==> src/rtl/spi_pkg.sv <==
// Package for the similarity profile interpolator.
// Holds fixed widths, state and code enums, the divide/sqrt control struct
// and the magnitude and saturation helpers; shared by the RTL and the checker.
package spi_pkg;

    // Signed Q16.32 value width and derived datapath widths
    localparam int VW    = 48;
    localparam int PW    = 96;   // magnitude product width
    localparam int NUMW  = 142;  // divider numerator width
    localparam int DENW  = 95;   // divider denominator width
    localparam int RADW  = 94;   // square root radicand width
    localparam int ROOTW = 47;   // square root result width
    localparam int CFGW  = 47;   // configuration data width
    localparam int ITW   = 8;    // iteration counter width

    typedef logic signed [VW-1:0] t_val;

    localparam t_val VAL_MAX = 48'sh7FFF_FFFF_FFFF;
    localparam t_val VAL_MIN = 48'sh8000_0000_0000;

    // Iteration counts of the shared divide/sqrt unit
    localparam logic [ITW-1:0] IT_SCALE  = 8'd142;
    localparam logic [ITW-1:0] IT_INTERP = 8'd96;
    localparam logic [ITW-1:0] IT_SQRT   = 8'd47;

    // Largest radicand whose root still fits: (2^47-1)^2
    localparam logic [NUMW-1:0] SQ_LIM =
        (142'(1) << 94) - (142'(1) << 48) + 142'(1);

    localparam logic OP_LOAD = 1'b0;
    localparam logic OP_EVAL = 1'b1;

    typedef enum logic [1:0] {
        STAT_NORMAL   = 2'd0,
        STAT_INFLOW   = 2'd1,
        STAT_CORNER   = 2'd2,
        STAT_NEGATIVE = 2'd3
    } t_status;

    typedef enum logic [2:0] {
        CFG_U_INF     = 3'd0,
        CFG_NU        = 3'd1,
        CFG_STATION   = 3'd2,
        CFG_OFFSET    = 3'd3,
        CFG_NONPAR    = 3'd4,
        CFG_TBL_COUNT = 3'd5
    } t_cfg_idx;

    typedef enum logic [4:0] {
        ST_IDLE,
        ST_CLASS,
        ST_MUL_D,
        ST_DIV_Q,
        ST_SQRT,
        ST_MUL_ETA,
        ST_CHK_LAST,
        ST_MUL_EXT,
        ST_RD_SEG,
        ST_CHK_SEG,
        ST_MUL_DF,
        ST_DIV_F,
        ST_MUL_DG,
        ST_DIV_G,
        ST_MUL_U,
        ST_MUL_ES,
        ST_MUL_FAC,
        ST_MUL_V,
        ST_OUT
    } t_state;

    // Control of the divide/sqrt unit
    typedef struct packed {
        logic           start;
        logic           sqrt_mode;
        logic [ITW-1:0] iters;
    } t_dsq_ctl;

    // Magnitude of a 49-bit signed difference (never reaches -2^48)
    function automatic logic [VW-1:0] mag_of(input logic signed [VW:0] v);
        logic [VW:0] t;
        t = v[VW] ? (~v + 49'd1) : v;
        return t[VW-1:0];
    endfunction

    // Signed result from sign and truncated magnitude, saturated
    function automatic t_val sat_sm(input logic neg, input logic [63:0] m);
        t_val r;
        if (neg) begin
            if (m > 64'h0000_8000_0000_0000) r = VAL_MIN;
            else                             r = t_val'(~m[VW-1:0] + 48'd1);
        end else begin
            if (m > 64'h0000_7FFF_FFFF_FFFF) r = VAL_MAX;
            else                             r = t_val'(m[VW-1:0]);
        end
        return r;
    endfunction

    // Clamp a wide signed sum to the value range
    function automatic t_val sat_s(input logic signed [50:0] v);
        t_val r;
        if (v > 51'sh0_7FFF_FFFF_FFFF)       r = VAL_MAX;
        else if (v < -51'sh0_8000_0000_0000) r = VAL_MIN;
        else                                 r = t_val'(v[VW-1:0]);
        return r;
    endfunction

endpackage

==> src/rtl/spi_mul.sv <==
// Shared sequential multiplier: 48 x 48 magnitudes, 16-bit digit per cycle.
// Depends on spi_pkg.
module spi_mul (
    input  logic                  i_clk,
    input  logic                  i_rst_n,
    input  logic                  i_start,
    input  logic [spi_pkg::VW-1:0] i_a,
    input  logic [spi_pkg::VW-1:0] i_b,
    output logic                  o_done,
    output logic [spi_pkg::PW-1:0] o_prod
);
    import spi_pkg::*;

    logic          r_busy;
    logic          r_done;
    logic [1:0]    r_cnt;
    logic [VW-1:0] r_a;
    logic [VW-1:0] r_b;
    logic [PW-1:0] r_acc;
    logic [63:0]   pp;

    // partial product of the top remaining digit
    assign pp = 64'(r_a) * 64'(r_b[VW-1:VW-16]);

    // control
    always_ff @(posedge i_clk) begin
        if (!i_rst_n) begin
            r_busy <= 1'b0;
            r_done <= 1'b0;
            r_cnt  <= '0;
        end else begin
            r_done <= 1'b0;
            if (i_start) begin
                r_busy <= 1'b1;
                r_cnt  <= 2'd3;
            end else if (r_busy) begin
                r_cnt <= r_cnt - 2'd1;
                if (r_cnt == 2'd1) begin
                    r_busy <= 1'b0;
                    r_done <= 1'b1;
                end
            end
        end
    end

    // accumulate most significant digit first
    always_ff @(posedge i_clk) begin
        if (i_start) begin
            r_a   <= i_a;
            r_b   <= i_b;
            r_acc <= '0;
        end else if (r_busy) begin
            r_acc <= {r_acc[PW-17:0], 16'b0} + {32'b0, pp};
            r_b   <= {r_b[VW-17:0], 16'b0};
        end
    end

    assign o_done = r_done;
    assign o_prod = r_acc;
endmodule

==> config.mk <==
export PLATFORM = sky130hd
export DESIGN_NAME = spi_mul
export DESIGN_NICKNAME = d
export VERILOG_FILES = /design/src/rtl/spi_pkg.sv /design/src/rtl/spi_mul.sv
export SDC_FILE = /design/constraint.sdc
export NUM_CORES = 2
export LEC_CHECK = 0
export BUFFER_PORTS_ARGS = -buffer_cell sky130_fd_sc_hd__buf_2
export CAP_MARGIN = 10
export CELL_PAD_IN_SITES_DETAIL_PLACEMENT = 1
export CELL_PAD_IN_SITES_GLOBAL_PLACEMENT = 1
export CORE_UTILIZATION = 50
export DETAILED_ROUTE_END_ITERATION = 6
export HOLD_SLACK_MARGIN = 0.15
export PLACE_DENSITY = 0.95
export SLEW_MARGIN = 15
export SYNTH_ARGS = -nofsm -noshare
export SYNTH_HDL_FRONTEND = slang
export SYNTH_SLANG_ARGS = --single-unit
==> constraint.sdc <==
create_clock -name i_clk -period 7.9 [get_ports i_clk]
set_input_delay 0.395 -clock i_clk [delete_from_list [all_inputs] [get_ports i_clk]]
set_output_delay 0.395 -clock i_clk [all_outputs]
set_load 0.005 [all_outputs]
; Word-level counts from Yosys, hierarchy flattened
; Cells that the tools add are included.
[classes]
add_sub_neg = 2
n_mul = 1
n_eq_ne = 1
mux = 8
bitwise_logic = 2
reduce_logical = 2
[op_table]
columns = cell, count
row1 = $add 96x64->96, 1
row2 = $mux 48, 2
row3 = $mul 48x16->64, 1
row4 = $mux 1, 4
row5 = $mux 2, 2
row6 = $reduce_or 3->1, 1
row7 = $eq 2x1->1 const B, 1
row8 = $not 1->1, 2
row9 = $reduce_bool 2->1, 1
row10 = $sub 2x1->2 const B, 1
[totals]
ff_bits = 196
input_bits = 99
out_inout_bits = 97
wordCells = 22

; Longest topological paths before layout
[depth]
word_depth = 4
depth_mapped = 27
mapped_depth_nobuf = 23

; Worst setup path after synthesis
; No wires, ideal clock.
[synth_path]
path_kind = reg-to-reg
from = reg r_b[33]
to = reg r_acc[86], in the netlist o_prod[86]
setup_ns = 0.118
t_arrival_ns = 6.394
required_ns = 7.782
slack_ns = 1.389
path_stages_with_launch = 27
n_path_buf = 4
period_less_slack_ns = 6.511
cell_sequence = edfxtp_1 -> clkbuf_1 -> clkbuf_1 -> nand2_1 -> fa_1 -> inv_1 -> fa_1 -> inv_1 -> fa_1 -> inv_1 -> fa_1 -> fa_1 -> inv_1 -> fa_1 -> inv_1 -> ha_1 -> a21oi_1 -> nor2b_1 -> o21ai_0 -> a21o_1 -> o211ai_1 -> nand3_2 -> a211oi_4 -> buf_2 -> buf_2 -> o21ai_0 -> o2111a_1
[synth_between]
elab_chain_cells = 2
[synth_rtl]
columns = element, line_no
row1 = start: declaration, spi_mul.sv:18  ; logic [VW-1:0] r_b;
row2 = start signal: assignment, spi_mul.sv:50  ; r_b <= i_b;
row3 = start signal: assignment, spi_mul.sv:54  ; r_b <= {r_b[VW-17:0], 16'b0};
row4 = $mul 48x16->64, spi_mul.sv:23  ; assign pp = 64'(r_a) * 64'(r_b[VW-1:VW-16]);
row5 = $add 96x64->96, spi_mul.sv:53  ; r_acc <= {r_acc[PW-17:0], 16'b0} + {32'b0, pp};
row6 = end signal: assignment, spi_mul.sv:53
row7 = end: declaration, spi_mul.sv:19  ; logic [PW-1:0] r_acc;
; No other way between the ends.
; A chain may end at the register's enable or synchronous reset.

; Final worst setup path
[layout_path]
from = reg r_a[5]
to = reg r_acc[43], in the netlist o_prod[43]
[layout_between]
elab_chain_cells = 2
[layout_rtl]
columns = element, line_no
row1 = start: declaration, spi_mul.sv:17  ; logic [VW-1:0] r_a;
row2 = start signal: assignment, spi_mul.sv:49  ; r_a <= i_a;
row3 = $mul 48x16->64, spi_mul.sv:23
row4 = $add 96x64->96, spi_mul.sv:53
; No other way between the ends.

==> results.md <==
* Post-layout nets at 4972
* Routability cong. at ~0.96
* Via-per-instance ratio at ~7
* Setup Skew at 34.9 ps
* Number of synthesized flops with an enable pin at 96
* Syn Std Cell Area at 33900 sq um
* FF-to-FF Start: r_a[5]
* Post-Syn Area per Cell at between 8 and 9 sq um
* Worst Setup Start Kind: flip-flop
* Final Slew Violations at 0
* First-pass GRT wire length at ~240 mm
* Initial DRC count at 6304
* Area delta synth->final at 12.7%
* Final wirelength at between 150 and 200 mm
* Layout cell share with drive strength beyond 1 at 0.118
* Clock buffer depth at 2
* Root buffer cell: clkbuf_16
* CTS HTree Levels at 4
* Placed cell area at 35800 sq um
* Setup WS post-layout at -1270 ps
* Failing checks: DRC, setup timing
* Synthesis warning total at 0
* Clock Latency Late Sink at approximately 570 ps
* Hold Vio Cnt, Final at 0
* Number of global-route vias before repair at between 30000 and 40000
* Slew @ Worst Pin at 1220 ps
* Synth unique cells at 76
* Maxcap violations at 0
* Crit path kind: reg2reg
* CTS tree: built
* Largest net degree at the start of global routing at just over 70
* Synthesized Nets at approximately 4700
* Fmax at 109 MHz
* DR WL/cell at around 38 um
* HPWL Detailed at 104 mm
* Top FF cell, synth: dfxtp_1
* Fillers at 7768
* Total number of vias at about 34000
* Hold Crit Start: i_b[5]
* CP arrival at roughly 9500 ps
* Post-synthesis register bit count at approximately 200
* Critical path capture point type: flip-flop
* Normalized max-slew margin at 0.182
* Final core occ at 0.569
* Status: finished with violations
* Reg clk slew, reported paths at 110 ps
* Buffers on Ports at between 150 and 200
* Commonest non-fill, non-tap cell in the layout: inv_1
* Place WS at -83.8 ps
* Total CTS buffers at 17
* Gr ovfl total at 0
* Mapped Cells at around 3800
* First-pass iteration count of the detailed router at 7
* # rows at 95
* Initial antenna violation count at 26
* # DRC at around 370
* Hold slack at 133 ps
* Clk sinks at ~200
* Fraction of registers with async set/reset at 0
* Register Area at around 4900 sq um
* Commonest cells after routing, fill and taps aside: 924 x inv_1, 680 x fa_1, 619 x nand2_1, 279 x and2_1, 194 x buf_2
* Die width at ~260 um
* Fin crit share at 1.16
* Ports at roughly 200
* Maximum fanout along the worst path at 16
* Die Ht at approximately 260 um
* Clock period minus worst slack at about 9200 ps
* Design Area, Final at 38200 sq um
* Crit. Startpoint: r_a[5]
* Min-Delay Path Class: in2reg
* Die area at between 60000 and 70000 sq um
* CP required at between 8000 and 9000 ps
* Post-DRT Antenna Nets at 0
* Total GRT Usage at 0.477
* Setup violations, final at 78
* Initial Util at 0.505
* Multi-input logic area at ~25000 sq um
* Core Region at between 60000 and 70000 sq um
* Seq/Total Area, Yosys at 0.144
## metal layers
metal | share of wire | GRT usage
met1 | 0.29 | 0.500
met2 | 0.40 | 0.702
met3 | 0.18 | 0.256
met4 | 0.13 | 0.392
met5 | 0.010 | 0.0353
## cell usage after synthesis, types with 6 or more instances
| master | count | area, sq um |
|---|---|---|
| xnor2_1 | 33 | 289 |
| and2_1 | 279 | 1750 |
| ha_1 | 153 | 1910 |
| edfxtp_1 | 96 | 2880 |
| o21ai_0 | 56 | 280 |
| a211oi_1 | 8 | 60.1 |
| nand3_1 | 39 | 195 |
| fa_1 | 690 | 13800 |
| or3_1 | 13 | 81.3 |
| inv_1 | 926 | 3480 |
| clkbuf_1 | 167 | 627 |
| a21oi_1 | 95 | 475 |
| buf_2 | 9 | 45.0 |
| mux2i_1 | 37 | 370 |
| nand4_1 | 34 | 213 |
| and3_1 | 21 | 131 |
| nor2_1 | 95 | 357 |
| nor3_1 | 28 | 140 |
| nand2_1 | 621 | 2330 |
| a21o_1 | 45 | 338 |
| o21a_1 | 8 | 60.1 |
| dfxtp_1 | 100 | 2000 |
| o311ai_0 | 10 | 87.6 |
| o21bai_1 | 19 | 143 |
| a31oi_1 | 8 | 50.1 |
| o211ai_1 | 12 | 90.1 |
| buf_1 | 12 | 45.0 |
| mux2_2 | 32 | 360 |
| or4_1 | 12 | 90.1 |
| nor4_1 | 7 | 43.8 |
| xor2_1 | 18 | 158 |
| nand2b_1 | 6 | 37.5 |
| o22ai_1 | 7 | 43.8 |
## worst max-delay path, cell delays in order (launching register included)
cell and delay, ps:
edfxtp_1 990, nand2_1 580, fa_1 1000, fa_1 510
inv_1 100, ha_1 450, fa_1 710, ha_1 400
inv_1 60, fa_1 490, inv_1 80, ha_1 410
a21o_1 230, a311o_1 380, a21oi_1 480, o22ai_1 330
a21oi_2 370, nand2_1 400, a21oi_1 360, xor2_1 440
a211oi_1 150
## kinds of logic after synthesis
| logic type | share of synthesized area |
|---|---|
| and+or+nand+nor | 0.166 |
| adders and majority gates | 0.464 |
| xor gates and xnor gates | 0.0132 |
| muxes | 0.0216 |
| DFF | 0.144 |
| buffers and inverters | 0.124 |
| AOI/OAI and AO/OA | 0.0669 |
## cell type report
class	instances	share of cell area
clock inverters	14	0.00485
flip-flops and latches	196	0.128
multi-input cells	2480	0.652
diodes	19	0.00125
well taps	873	0.0286
inverters	927	0.0914
clock buffers	18	0.0118
repair buffers	408	0.0817
## sequential cells by signal, summed over array words and instances, names as in the netlist
register and cells:
o_done 1, r_b 48, r_busy 1, r_cnt 2
o_prod 96, r_a 48
## stage by stage
step / instances / TNS (ps)
2_1_floorplan: 3790 / 0
3_3_place_gp: 4726 / 0
3_5_place_dp: 4726 / -113
4_1_cts: 4817 / 0
5_1_grt: 4926 / -29020
6_report: 4935 / -42460
## path summary, 6_finish.rpt
check	to	slack, ps	cells past startpoint
max reg2reg	o_prod[43]	-1270	20
min reg2reg	o_prod[85]	510	2
max	o_prod[43]	-1270	20
min	r_b[5]	130	2
## repair_timing
action | 4_1_cts | 5_1_grt
pin swaps | 0 | 6
buffers inserted | 6 | 96
endpoints found under the setup margin | 16 | 72
gates cloned | 0 | 1
hold buffers | 53 | 0
resized for setup | 0 | 30
endpoints found under the hold margin | 55 | 0
Power is left out: the tool's default activity adds up to more than one toggle a clock period on the data nets, which glitch-free logic cannot reach.
