### config.mk
export PLATFORM = sky130hd
export DESIGN_NAME = spi_divsqrt
export DESIGN_NICKNAME = d
export VERILOG_FILES = /design/src/rtl/spi_pkg.sv /design/src/rtl/spi_divsqrt.sv
export SDC_FILE = /design/constraint.sdc
export NUM_CORES = 1
export LEC_CHECK = 0
export BUFFER_PORTS_ARGS = -buffer_cell sky130_fd_sc_hd__buf_2
export CORE_MARGIN = 2
export CORE_UTILIZATION = 50
export CTS_BUF_LIST = sky130_fd_sc_hd__clkbuf_4 sky130_fd_sc_hd__clkbuf_8
export DETAILED_ROUTE_END_ITERATION = 12
export PLACE_DENSITY = 0.81
export SYNTH_ARGS = -nofsm -noshare
export SYNTH_HDL_FRONTEND = slang
export SYNTH_SLANG_ARGS = --single-unit
### constraint.sdc
create_clock -name i_clk -period 7.05 [get_ports i_clk]
set_input_delay 1.0575 -clock i_clk [delete_from_list [all_inputs] [get_ports i_clk]]
set_output_delay 1.0575 -clock i_clk [all_outputs]
set_load 0.02 [all_outputs]
### src/rtl/spi_pkg.sv
// Package for the similarity profile interpolator.
// Holds fixed widths, state and code enums, the divide/sqrt control struct
// and the magnitude and saturation helpers; shared by the RTL and the checker.
package spi_pkg;

    // Signed Q16.32 value width and derived datapath widths
    localparam int VW    = 48;
    localparam int PW    = 96;   // magnitude product width
    localparam int NUMW  = 142;  // divider numerator width
    localparam int DENW  = 95;   // divider denominator width
    localparam int RADW  = 94;   // square root radicand width
    localparam int ROOTW = 47;   // square root result width
    localparam int CFGW  = 47;   // configuration data width
    localparam int ITW   = 8;    // iteration counter width

    typedef logic signed [VW-1:0] t_val;

    localparam t_val VAL_MAX = 48'sh7FFF_FFFF_FFFF;
    localparam t_val VAL_MIN = 48'sh8000_0000_0000;

    // Iteration counts of the shared divide/sqrt unit
    localparam logic [ITW-1:0] IT_SCALE  = 8'd142;
    localparam logic [ITW-1:0] IT_INTERP = 8'd96;
    localparam logic [ITW-1:0] IT_SQRT   = 8'd47;

    // Largest radicand whose root still fits: (2^47-1)^2
    localparam logic [NUMW-1:0] SQ_LIM =
        (142'(1) << 94) - (142'(1) << 48) + 142'(1);

    localparam logic OP_LOAD = 1'b0;
    localparam logic OP_EVAL = 1'b1;

    typedef enum logic [1:0] {
        STAT_NORMAL   = 2'd0,
        STAT_INFLOW   = 2'd1,
        STAT_CORNER   = 2'd2,
        STAT_NEGATIVE = 2'd3
    } t_status;

    typedef enum logic [2:0] {
        CFG_U_INF     = 3'd0,
        CFG_NU        = 3'd1,
        CFG_STATION   = 3'd2,
        CFG_OFFSET    = 3'd3,
        CFG_NONPAR    = 3'd4,
        CFG_TBL_COUNT = 3'd5
    } t_cfg_idx;

    typedef enum logic [4:0] {
        ST_IDLE,
        ST_CLASS,
        ST_MUL_D,
        ST_DIV_Q,
        ST_SQRT,
        ST_MUL_ETA,
        ST_CHK_LAST,
        ST_MUL_EXT,
        ST_RD_SEG,
        ST_CHK_SEG,
        ST_MUL_DF,
        ST_DIV_F,
        ST_MUL_DG,
        ST_DIV_G,
        ST_MUL_U,
        ST_MUL_ES,
        ST_MUL_FAC,
        ST_MUL_V,
        ST_OUT
    } t_state;

    // Control of the divide/sqrt unit
    typedef struct packed {
        logic           start;
        logic           sqrt_mode;
        logic [ITW-1:0] iters;
    } t_dsq_ctl;

    // Magnitude of a 49-bit signed difference (never reaches -2^48)
    function automatic logic [VW-1:0] mag_of(input logic signed [VW:0] v);
        logic [VW:0] t;
        t = v[VW] ? (~v + 49'd1) : v;
        return t[VW-1:0];
    endfunction

    // Signed result from sign and truncated magnitude, saturated
    function automatic t_val sat_sm(input logic neg, input logic [63:0] m);
        t_val r;
        if (neg) begin
            if (m > 64'h0000_8000_0000_0000) r = VAL_MIN;
            else                             r = t_val'(~m[VW-1:0] + 48'd1);
        end else begin
            if (m > 64'h0000_7FFF_FFFF_FFFF) r = VAL_MAX;
            else                             r = t_val'(m[VW-1:0]);
        end
        return r;
    endfunction

    // Clamp a wide signed sum to the value range
    function automatic t_val sat_s(input logic signed [50:0] v);
        t_val r;
        if (v > 51'sh0_7FFF_FFFF_FFFF)       r = VAL_MAX;
        else if (v < -51'sh0_8000_0000_0000) r = VAL_MIN;
        else                                 r = t_val'(v[VW-1:0]);
        return r;
    endfunction

endpackage

### src/rtl/spi_divsqrt.sv
// Shared restoring divider and digit-by-digit square root, one bit per cycle.
// Depends on spi_pkg.
module spi_divsqrt (
    input  logic                      i_clk,
    input  logic                      i_rst_n,
    input  spi_pkg::t_dsq_ctl         i_ctl,
    input  logic [spi_pkg::NUMW-1:0]  i_num,
    input  logic [spi_pkg::DENW-1:0]  i_den,
    input  logic [spi_pkg::RADW-1:0]  i_rad,
    output logic                      o_done,
    output logic [spi_pkg::NUMW-1:0]  o_quo,
    output logic [spi_pkg::ROOTW-1:0] o_root
);
    import spi_pkg::*;

    logic             r_busy;
    logic             r_done;
    logic             r_mode;
    logic [ITW-1:0]   r_cnt;
    logic [NUMW-1:0]  r_num;
    logic [DENW-1:0]  r_den;
    logic [DENW-1:0]  r_rem;
    logic [NUMW-1:0]  r_quo;
    logic [RADW-1:0]  r_rad;
    logic [ROOTW+1:0] r_srem;
    logic [ROOTW-1:0] r_root;

    logic [DENW:0]    rem_sh;
    logic [DENW:0]    rem_dif;
    logic             div_ge;
    logic [ROOTW+3:0] srem_sh;
    logic [ROOTW+3:0] trial;
    logic [ROOTW+3:0] srem_dif;
    logic             sq_ge;

    // one division step
    assign rem_sh  = {r_rem, r_num[NUMW-1]};
    assign rem_dif = rem_sh - {1'b0, r_den};
    assign div_ge  = rem_sh >= {1'b0, r_den};

    // one root step
    assign srem_sh  = {r_srem, r_rad[RADW-1:RADW-2]};
    assign trial    = {2'b0, r_root, 2'b01};
    assign srem_dif = srem_sh - trial;
    assign sq_ge    = srem_sh >= trial;

    // control
    always_ff @(posedge i_clk) begin
        if (!i_rst_n) begin
            r_busy <= 1'b0;
            r_done <= 1'b0;
            r_cnt  <= '0;
            r_mode <= 1'b0;
        end else begin
            r_done <= 1'b0;
            if (i_ctl.start) begin
                r_busy <= 1'b1;
                r_cnt  <= i_ctl.iters;
                r_mode <= i_ctl.sqrt_mode;
            end else if (r_busy) begin
                r_cnt <= r_cnt - ITW'(1);
                if (r_cnt == ITW'(1)) begin
                    r_busy <= 1'b0;
                    r_done <= 1'b1;
                end
            end
        end
    end

    // datapath
    always_ff @(posedge i_clk) begin
        if (i_ctl.start) begin
            r_num  <= i_num;
            r_den  <= i_den;
            r_rem  <= '0;
            r_quo  <= '0;
            r_rad  <= i_rad;
            r_srem <= '0;
            r_root <= '0;
        end else if (r_busy) begin
            if (r_mode) begin
                r_srem <= sq_ge ? srem_dif[ROOTW+1:0] : srem_sh[ROOTW+1:0];
                r_root <= {r_root[ROOTW-2:0], sq_ge};
                r_rad  <= {r_rad[RADW-3:0], 2'b0};
            end else begin
                r_rem <= div_ge ? rem_dif[DENW-1:0] : rem_sh[DENW-1:0];
                r_quo <= {r_quo[NUMW-2:0], div_ge};
                r_num <= {r_num[NUMW-2:0], 1'b0};
            end
        end
    end

    assign o_done = r_done;
    assign o_quo  = r_quo;
    assign o_root = r_root;
endmodule

Word-level counts from Yosys, hierarchy flattened
Cells that the tools add are included.
{ "totals": {"regBits": 675, "output_inout_bits": 190} }
{ "classes": {"add_sub_neg": 3, "magnitude_cmp": 2, "n_eq_ne": 2, "mux": 14, "bitwise": 3, "reduce_logical": 7} }
{ "op_table": {"columns": ["cell", "count"], "rows": [
  ["142-bit 2-to-1 mux", 3],
  ["94-bit 2-to-1 mux", 3],
  ["96-bit by 95-bit greater-or-equal comparator with 1-bit output", 1],
  ["95-bit 2-to-1 mux", 1],
  ["95-bit subtractor", 1],
  ["51-bit by 49-bit greater-or-equal comparator with 1-bit output", 1],
  ["49-bit 2-to-1 mux", 1],
  ["49-bit subtractor", 1],
  ["8-bit 2-to-1 mux", 2],
  ["8-bit by 1-bit equality test with 1-bit output, second input constant", 1],
  ["2-bit AND reduction", 4],
  ["8-bit by 1-bit subtractor with 8-bit output, second input constant", 1],
  ["1-bit 2-to-1 mux", 4],
  ["2-bit nonzero test", 2],
  ["1-bit NOT", 3],
  ["3-bit OR reduction", 1],
  ["2-bit != test, second input constant", 1]
]} }

Depth between registers and ports, before layout
Gate-level depths: netlist of the first run.
{ "depth": {"word_depth": 4, "ltp_mapped": 16} }

Worst setup path after synthesis of the first run
No wires, ideal clock.
{ "synth_path": {"path_type": "input to register", "startpoint": "input i_ctl[9] in the netlist's numbering", "endpoint": "register r_num[0] (enable)", "setup_time_ns": 1.203, "arrival_ns": 4.103, "required_ns": 5.847, "slack_ns": 1.744, "stages": 5, "n_path_buf": 3, "path_cell_list": "clkbuf_1 -> inv_1 -> clkbuf_1 -> buf_1 -> nand2_1"} }
{ "synth_between": {"elab_chain_len": 2} }
{ "synth_rtl": {"columns": ["element", "line_no", "text"], "rows": [
  ["start: declaration", "spi_divsqrt.sv:6", "input spi_pkg::t_dsq_ctl i_ctl,"],
  ["2-bit != test (no source line) or 2-bit nonzero test (tied branches)", null, null],
  ["2-bit AND reduction (no source line) *", null, null],
  ["end signal: assignment", "spi_divsqrt.sv:73", "r_num <= i_num;"],
  ["end signal: assignment", "spi_divsqrt.sv:88", "r_num <= {r_num[NUMW-2:0], 1'b0};"],
  ["end: declaration", "spi_divsqrt.sv:20", "logic [NUMW-1:0] r_num;"]
]} }
Mark *: on every way between the ends. The rest lies on a longest branch, timed or not.
A chain may end at the register's enable or synchronous reset.

Worst setup path after layout of the first run
{ "layout_path": {"startpoint": "register r_den[61]", "endpoint": "register r_rem[93]"} }
{ "layout_between": {"elab_chain_len": 2} }
{ "layout_rtl": {"columns": ["element", "line_no", "text"], "rows": [
  ["start: declaration", "spi_divsqrt.sv:21", "logic [DENW-1:0] r_den;"],
  ["start signal: assignment", "spi_divsqrt.sv:74", "r_den <= i_den;"],
  ["95-bit subtractor or 96-bit by 95-bit greater-or-equal comparator with 1-bit output (tied branches)", "spi_divsqrt.sv:38, spi_divsqrt.sv:39", null],
  ["95-bit 2-to-1 mux *", "spi_divsqrt.sv:86", "r_rem <= div_ge ? rem_dif[DENW-1:0] : rem_sh[DENW-1:0];"],
  ["end signal: assignment", "spi_divsqrt.sv:86", null],
  ["end: declaration", "spi_divsqrt.sv:22", "logic [DENW-1:0] r_rem;"]
]} }
Marks and branches as above.

==> impl_metrics.env, run 1 <==
export IMPL_totalWireLength_um=100000
export IMPL_route_met3_wl_um=8130
export IMPL_utilization_pct=58.3
export IMPL_cpPeakStageDelay_ns=0.74
export IMPL_period_share_pct=66.1
export IMPL_synthesis_nets=4158
export IMPL_start_util_pct=50.4
export IMPL_dpl_instance_area_sq_um=38300
export IMPL_n_fill_cell=5936
export IMPL_first_pass_iters=5
export IMPL_ctsHoldBuffers=0
export IMPL_area_delta_synth_final_pct=15.5
export IMPL_clkTransAtPathRegs_ns=0.06
export IMPL_grt_pass1_vias=28300
export IMPL_yosys_register_bits=675
export IMPL_fmax_ghz=0.215
export IMPL_cts_buffers=108
export IMPL_setup_viol=0
export IMPL_vdd_drop_max_mv=1.09
export IMPL_die_height_um=270
export IMPL_fin_cells=5157
export IMPL_max_slew_margin_rel_pct=27.0
export IMPL_cts_setup_buffers=0
export IMPL_grt_overflow_total=0
export IMPL_worstSkewPairLatency_ns=0.73
export IMPL_port_buffers=532
export IMPL_cp_arrival_ns=5.28
export IMPL_finalWorstSetupSlack_ns=2.39
export IMPL_max_clock_path_buffers=3
export IMPL_dp_hpwl_um=71100
export IMPL_stdcell_area_sq_um=40700
export IMPL_hp_class="reg -> reg"
export IMPL_tightestPinTransition_ns=1.10
export IMPL_wirelength_met1_um=41600
export IMPL_drt_iter0_drc=2323
export IMPL_drive_gt1_share_pct=24.5
export IMPL_path_cells="inv_1 -> ha_1 -> nand4_1 -> or3_1 -> nor4_1 -> a41o_1 -> a31oi_2 -> nand2_2 -> buf_4 -> a2bb2oi_1 -> o32ai_1 -> a41o_1"
export IMPL_rsz0062_at_grt="no"
export IMPL_synth_top_area_cell="edfxtp_1"
export IMPL_critPathSlowestCell="nor4_1"
export IMPL_grt_first_pass_wirelength_um=154000
export IMPL_fin_total_pwr_mw=17.6
export IMPL_yosysWarnings=0
export IMPL_ys_types=99
export IMPL_grt_antenna_before_repair=36
export IMPL_design_core_area_sq_um=69900
export IMPL_synthCells=3668
export IMPL_crit_fanout=68
export IMPL_route_met2_wl_um=45900
export IMPL_cap_violations=0
export IMPL_num_rows=97
export IMPL_ctsResizeCount=0
export IMPL_critical_path_top_delay_family="simple AND/OR/NAND/NOR gates"
export IMPL_ios=533
export IMPL_track_usage_pct=26.5
export IMPL_viasPerCell=5.70
export IMPL_critPathKind="reg -> reg"
export IMPL_post_drt_wl_per_cell_um=19.4
export IMPL_p_leak_nw=17.0
export IMPL_critPathLaunchType="register"
export IMPL_synth_area_sq_um=35300
export IMPL_place_ws_ns=2.58
export IMPL_grt_max_degree=192
export IMPL_cts_max_level=3
export IMPL_async_flop_share_pct=0
export IMPL_ys_dominant_reg_cell="dfxtp_1"
export IMPL_hold_viol=0
export IMPL_topRoutingLayerUsed="met5"
export IMPL_finalMaxSlewViolations=0
export IMPL_finalCriticalPeriod_ns=4.66
export IMPL_cts_tree="yes"
export IMPL_cts_num_sinks=675
export IMPL_worst_path_most_repeated_cell="a41o_1"
export IMPL_vias=29400
export IMPL_timing_hold_ws_ns=0.453
export IMPL_ys_seq_area_share_pct=47.7
export IMPL_die_area_sq_um=72700
export IMPL_place_congestion=0.957
export IMPL_netlist_area_leader_share_pct=28.2
export IMPL_powerDensity_nw_per_um2=432
export IMPL_placedCellCount=4931
export IMPL_skew_ns=0.0351
export IMPL_cp_num_buf_inv=2
export IMPL_setup_tns_ns=0
export IMPL_syn_avg_cell_area_sq_um=9.61
export IMPL_layout_common_cells="nand2_1, buf_2, a21oi_1, dfxtp_1, edfxtp_1"
export IMPL_layout_commonest_cell="nand2_1"
export IMPL_yosys_top_cells_area="edfxtp_1, dfxtp_1, mux2_2, nand2_1, a21oi_1"
export IMPL_cts_root_buf="clkbuf_8"
export IMPL_nets=4591
export IMPL_ant_nets=0
export IMPL_synth_edf_count=331
export IMPL_outcome="complete, no violations"
export IMPL_drc=0
export IMPL_cp_required_ns=7.67
export IMPL_die_w_um=270
export IMPL_crit_path_end_kind="register"
## flip-flops by register name (all words and copies together), names as in the netlist, 8 cells and up
register	count
r_num	142
r_rem	95
r_rad	94
r_den	95
o_quo	142
o_root	47
r_srem	49
r_cnt	8
## worst reg2reg max path: stages, from the launching register on
cell       delay, ns
edfxtp_1        0.32
inv_1           0.04
ha_1            0.48
nand4_1         0.25
or3_1           0.55
nor4_1          0.74
a41o_1          0.35
a31oi_2         0.16
nand2_2         0.39
buf_4           0.69
a2bb2oi_1       0.25
o32ai_1         0.10
a41o_1          0.23
## power breakdown
group | total [mW] | internal (mW) | switching (mW)
registers | 4.70 | 4.50 | 0.199
logic | 9.21 | 3.94 | 5.28
clock network | 3.69 | 2.01 | 1.67
## synth_stat cells (38+ instances only)
cell,instances
o21ai_0,138
nand4_1,56
a21o_1,86
xor2_1,48
ha_1,146
mux2_2,233
inv_1,195
a21oi_1,393
o22ai_1,50
nor2_1,161
o21ai_1,64
nand2_1,609
xnor2_1,84
a311oi_1,38
dfxtp_1,344
a31oi_1,39
clkbuf_1,159
edfxtp_1,331
## cells by family after synthesis
group                    Yosys count  share of synthesized area (%)
AO/OA/AOI/OAI                   1005                           17.7
XOR/XNOR                         132                           3.28
adder cells (fa/ha/maj)          147                           5.24
buffers and inverters            422                           5.00
flip-flops                       675                           47.7
multiplexers                     261                           8.24
AND/OR/NAND/NOR                 1026                           12.9
## layout make-up
| type | instances | area, sq um | area share [%] |
|---|---|---|---|
| antenna | 22 | 55.1 | 0.135 |
| clock buffer | 167 | 2070 | 5.09 |
| clock inverter | 37 | 327 | 0.802 |
| inverter | 196 | 738 | 1.81 |
| multi-input combinational | 2571 | 16700 | 41.0 |
| sequential | 675 | 16800 | 41.3 |
| tap | 940 | 1180 | 2.89 |
| timing repair buffer | 549 | 2830 | 6.93 |
## metal layers
layer  vias up  global-route usage, %
met3       262                   6.82
met5         -                      0
met1     13900                   33.7
met2      1111                   42.3
li1      14000                      -
met4        28                   11.9
## final timing paths
path                  start   endpoint  slack [ns]  cells after the start
setup / recovery  r_den[61]  r_rem[93]        2.39                     12
hold / removal    o_quo[55]  o_quo[56]        0.45                      2
setup reg to reg  r_den[61]  r_rem[93]        2.39                     12
hold reg to reg   o_quo[55]  o_quo[56]        0.45                      2
No activity file was read; power rests on OpenSTA's default activity.
==> inputs of run 2 (changes only) <==
Settings changed: PLACE_DENSITY 0.81 to 0.84.
Clock period 7.05 ns to 3.9 ns, I/O delays scaled along.
==> run 2 against run 1 <==
Clock skew rose by 0.020 ns. Critical path type unchanged. Power rose by 78%. Register-to-register slack got worse by 2.1 ns. Largest cell class unchanged. Largest power group unchanged. Via count rose by 3.1%. Maximum frequency rose by 28%.
==> impl_metrics.env, run 2 (same netlist as run 1, synthesis figures left out) <==
export IMPL_rsz0062_at_grt="no"
export IMPL_hold_viol=0
export IMPL_totalWireLength_um=105000
export IMPL_finalCriticalPeriod_ns=3.63
export IMPL_fmax_ghz=0.275
export IMPL_cp_required_ns=4.56
export IMPL_p_leak_nw=17.6
export IMPL_crit_path_end_kind="register"
export IMPL_finalWorstSetupSlack_ns=0.270
export IMPL_viasPerCell=5.75
export IMPL_place_ws_ns=0.155
export IMPL_dp_hpwl_um=73500
export IMPL_powerDensity_nw_per_um2=745
export IMPL_track_usage_pct=27.4
export IMPL_critPathKind="reg -> reg"
export IMPL_hp_class="in -> reg"
export IMPL_busiest_layer="met2"
export IMPL_use_met2_pct=44.5
export IMPL_die_w_um=270
export IMPL_layout_commonest_cell="nand2_1"
export IMPL_reg2reg_depth=14
export IMPL_n_fill_cell=5690
export IMPL_start_util_pct=50.4
export IMPL_vias=30300
export IMPL_max_clock_path_buffers=3
export IMPL_drc=0
export IMPL_clkTransAtPathRegs_ns=0.07
export IMPL_first_pass_iters=5
export IMPL_port_buffers=532
export IMPL_setup_viol=0
export IMPL_placedCellCount=4973
export IMPL_tightestPinTransition_ns=0.800
export IMPL_drt_iter0_drc=2870
export IMPL_cts_root_buf="clkbuf_8"
export IMPL_setup_tns_ns=0
export IMPL_area_delta_synth_final_pct=19.1
export IMPL_layout_common_cells="nand2_1, buf_2, a21oi_1, dfxtp_1, edfxtp_1"
export IMPL_cts_max_level=3
export IMPL_cts_setup_buffers=0
export IMPL_holdPathStages=1
export IMPL_grt_max_degree=156
export IMPL_die_area_sq_um=72700
export IMPL_drive_gt1_share_pct=25.0
export IMPL_design_core_area_sq_um=69900
export IMPL_die_height_um=270
export IMPL_nets=4708
export IMPL_cap_violations=0
export IMPL_grt_pass1_vias=29200
export IMPL_cts_num_sinks=675
export IMPL_critPathLaunchType="register"
export IMPL_post_drt_wl_per_cell_um=19.9
export IMPL_worstSkewPairLatency_ns=0.75
export IMPL_cts_tree="yes"
export IMPL_place_congestion=0.979
export IMPL_grt_overflow_total=0
export IMPL_vdd_drop_max_mv=2.12
export IMPL_grt_antenna_before_repair=31
export IMPL_fin_cells=5274
export IMPL_outcome="complete, no violations"
export IMPL_grt_use_met3_pct=6.49
export IMPL_period_share_pct=93.1
export IMPL_timing_hold_ws_ns=0.0579
export IMPL_ios=533
export IMPL_use_met1_pct=35.1
export IMPL_finalMaxSlewViolations=0
export IMPL_crit_fanout=8
export IMPL_skew_ns=0.0549
export IMPL_max_slew_margin_rel_pct=46.7
export IMPL_cp_arrival_ns=4.29
export IMPL_ant_nets=0
export IMPL_num_rows=97
export IMPL_grt_first_pass_wirelength_um=159000
export IMPL_cts_buffers=111
[run 2: cell types whose count changed in the layout (fill, tap and decap cells not counted), sizes merged, moves of 2 or more]
cell / change
bufinv: +2
diode: -5
clkinvlp: +3
dlygate4sd3: +72
clkbuf: -5
buf: +42
clkinv: +9
[run 2: area by class of cell]
class / instances / area, sq um / area share, %
diodes: 17 / 42.5 / 0.101
clock inverters: 50 / 438 / 1.04
well taps: 940 / 1180 / 2.80
clock buffers: 162 / 1980 / 4.71
multi-input cells: 2571 / 16800 / 39.9
flip-flops and latches: 675 / 16800 / 40.1
repair buffers: 663 / 4040 / 9.61
inverters: 196 / 738 / 1.76
[run 2: path summary, 6_finish.rpt]
path	startpoint	end	slack, ns
max	r_den[31]	r_rem[93]	0.27
min	i_den[89]	r_den[89]	0.06
max reg2reg	r_den[31]	r_rem[93]	0.27
min reg2reg	o_quo[56]	o_quo[57]	0.44
[run 2: routing by layer]
metal / wire, um / vias to the layer above
li1: - / 14300
met1: 42700 / 14400
met2: 49000 / 1362
met3: 8880 / 270
met4: 4020 / 24
met5: 159 / -
[run 2: report_power, final]
| group | total (mW) | switching, mW | internal [mW] |
|---|---|---|---|
| Combinational | 16.1 | 8.91 | 7.19 |
| Clock | 6.74 | 3.09 | 3.65 |
| Sequential | 8.46 | 0.353 | 8.10 |
[run 2: stage by stage]
stage	utilization, %	instance area, sq um	power, mW
CTS	60.0	41900	32.9
global route	60.1	42000	35.5
floorplan	-	35300	20.2
finish	60.1	42000	31.3
detailed placement	55.5	38800	23.8
global placement	55.5	38800	25.6
[run 2: worst max-delay path: stages (launching register included)]
cell       delay [ns]
edfxtp_1         0.33
inv_1            0.04
ha_1             0.49
nand4_2          0.22
nor4_4           0.34
buf_4            0.18
nand2b_1         0.07
a21oi_1          0.39
o21bai_2         0.15
a2111oi_2        0.40
nor3_1           0.11
buf_4            0.17
o211a_1          0.24
o32ai_1          0.29
a41o_1           0.13
[run 2: timing repair]
action,in CTS,in global routing
resized for setup,0,6
setup endpoints to repair,0,34
hold buffers,71,1
hold endpoints to repair,71,1
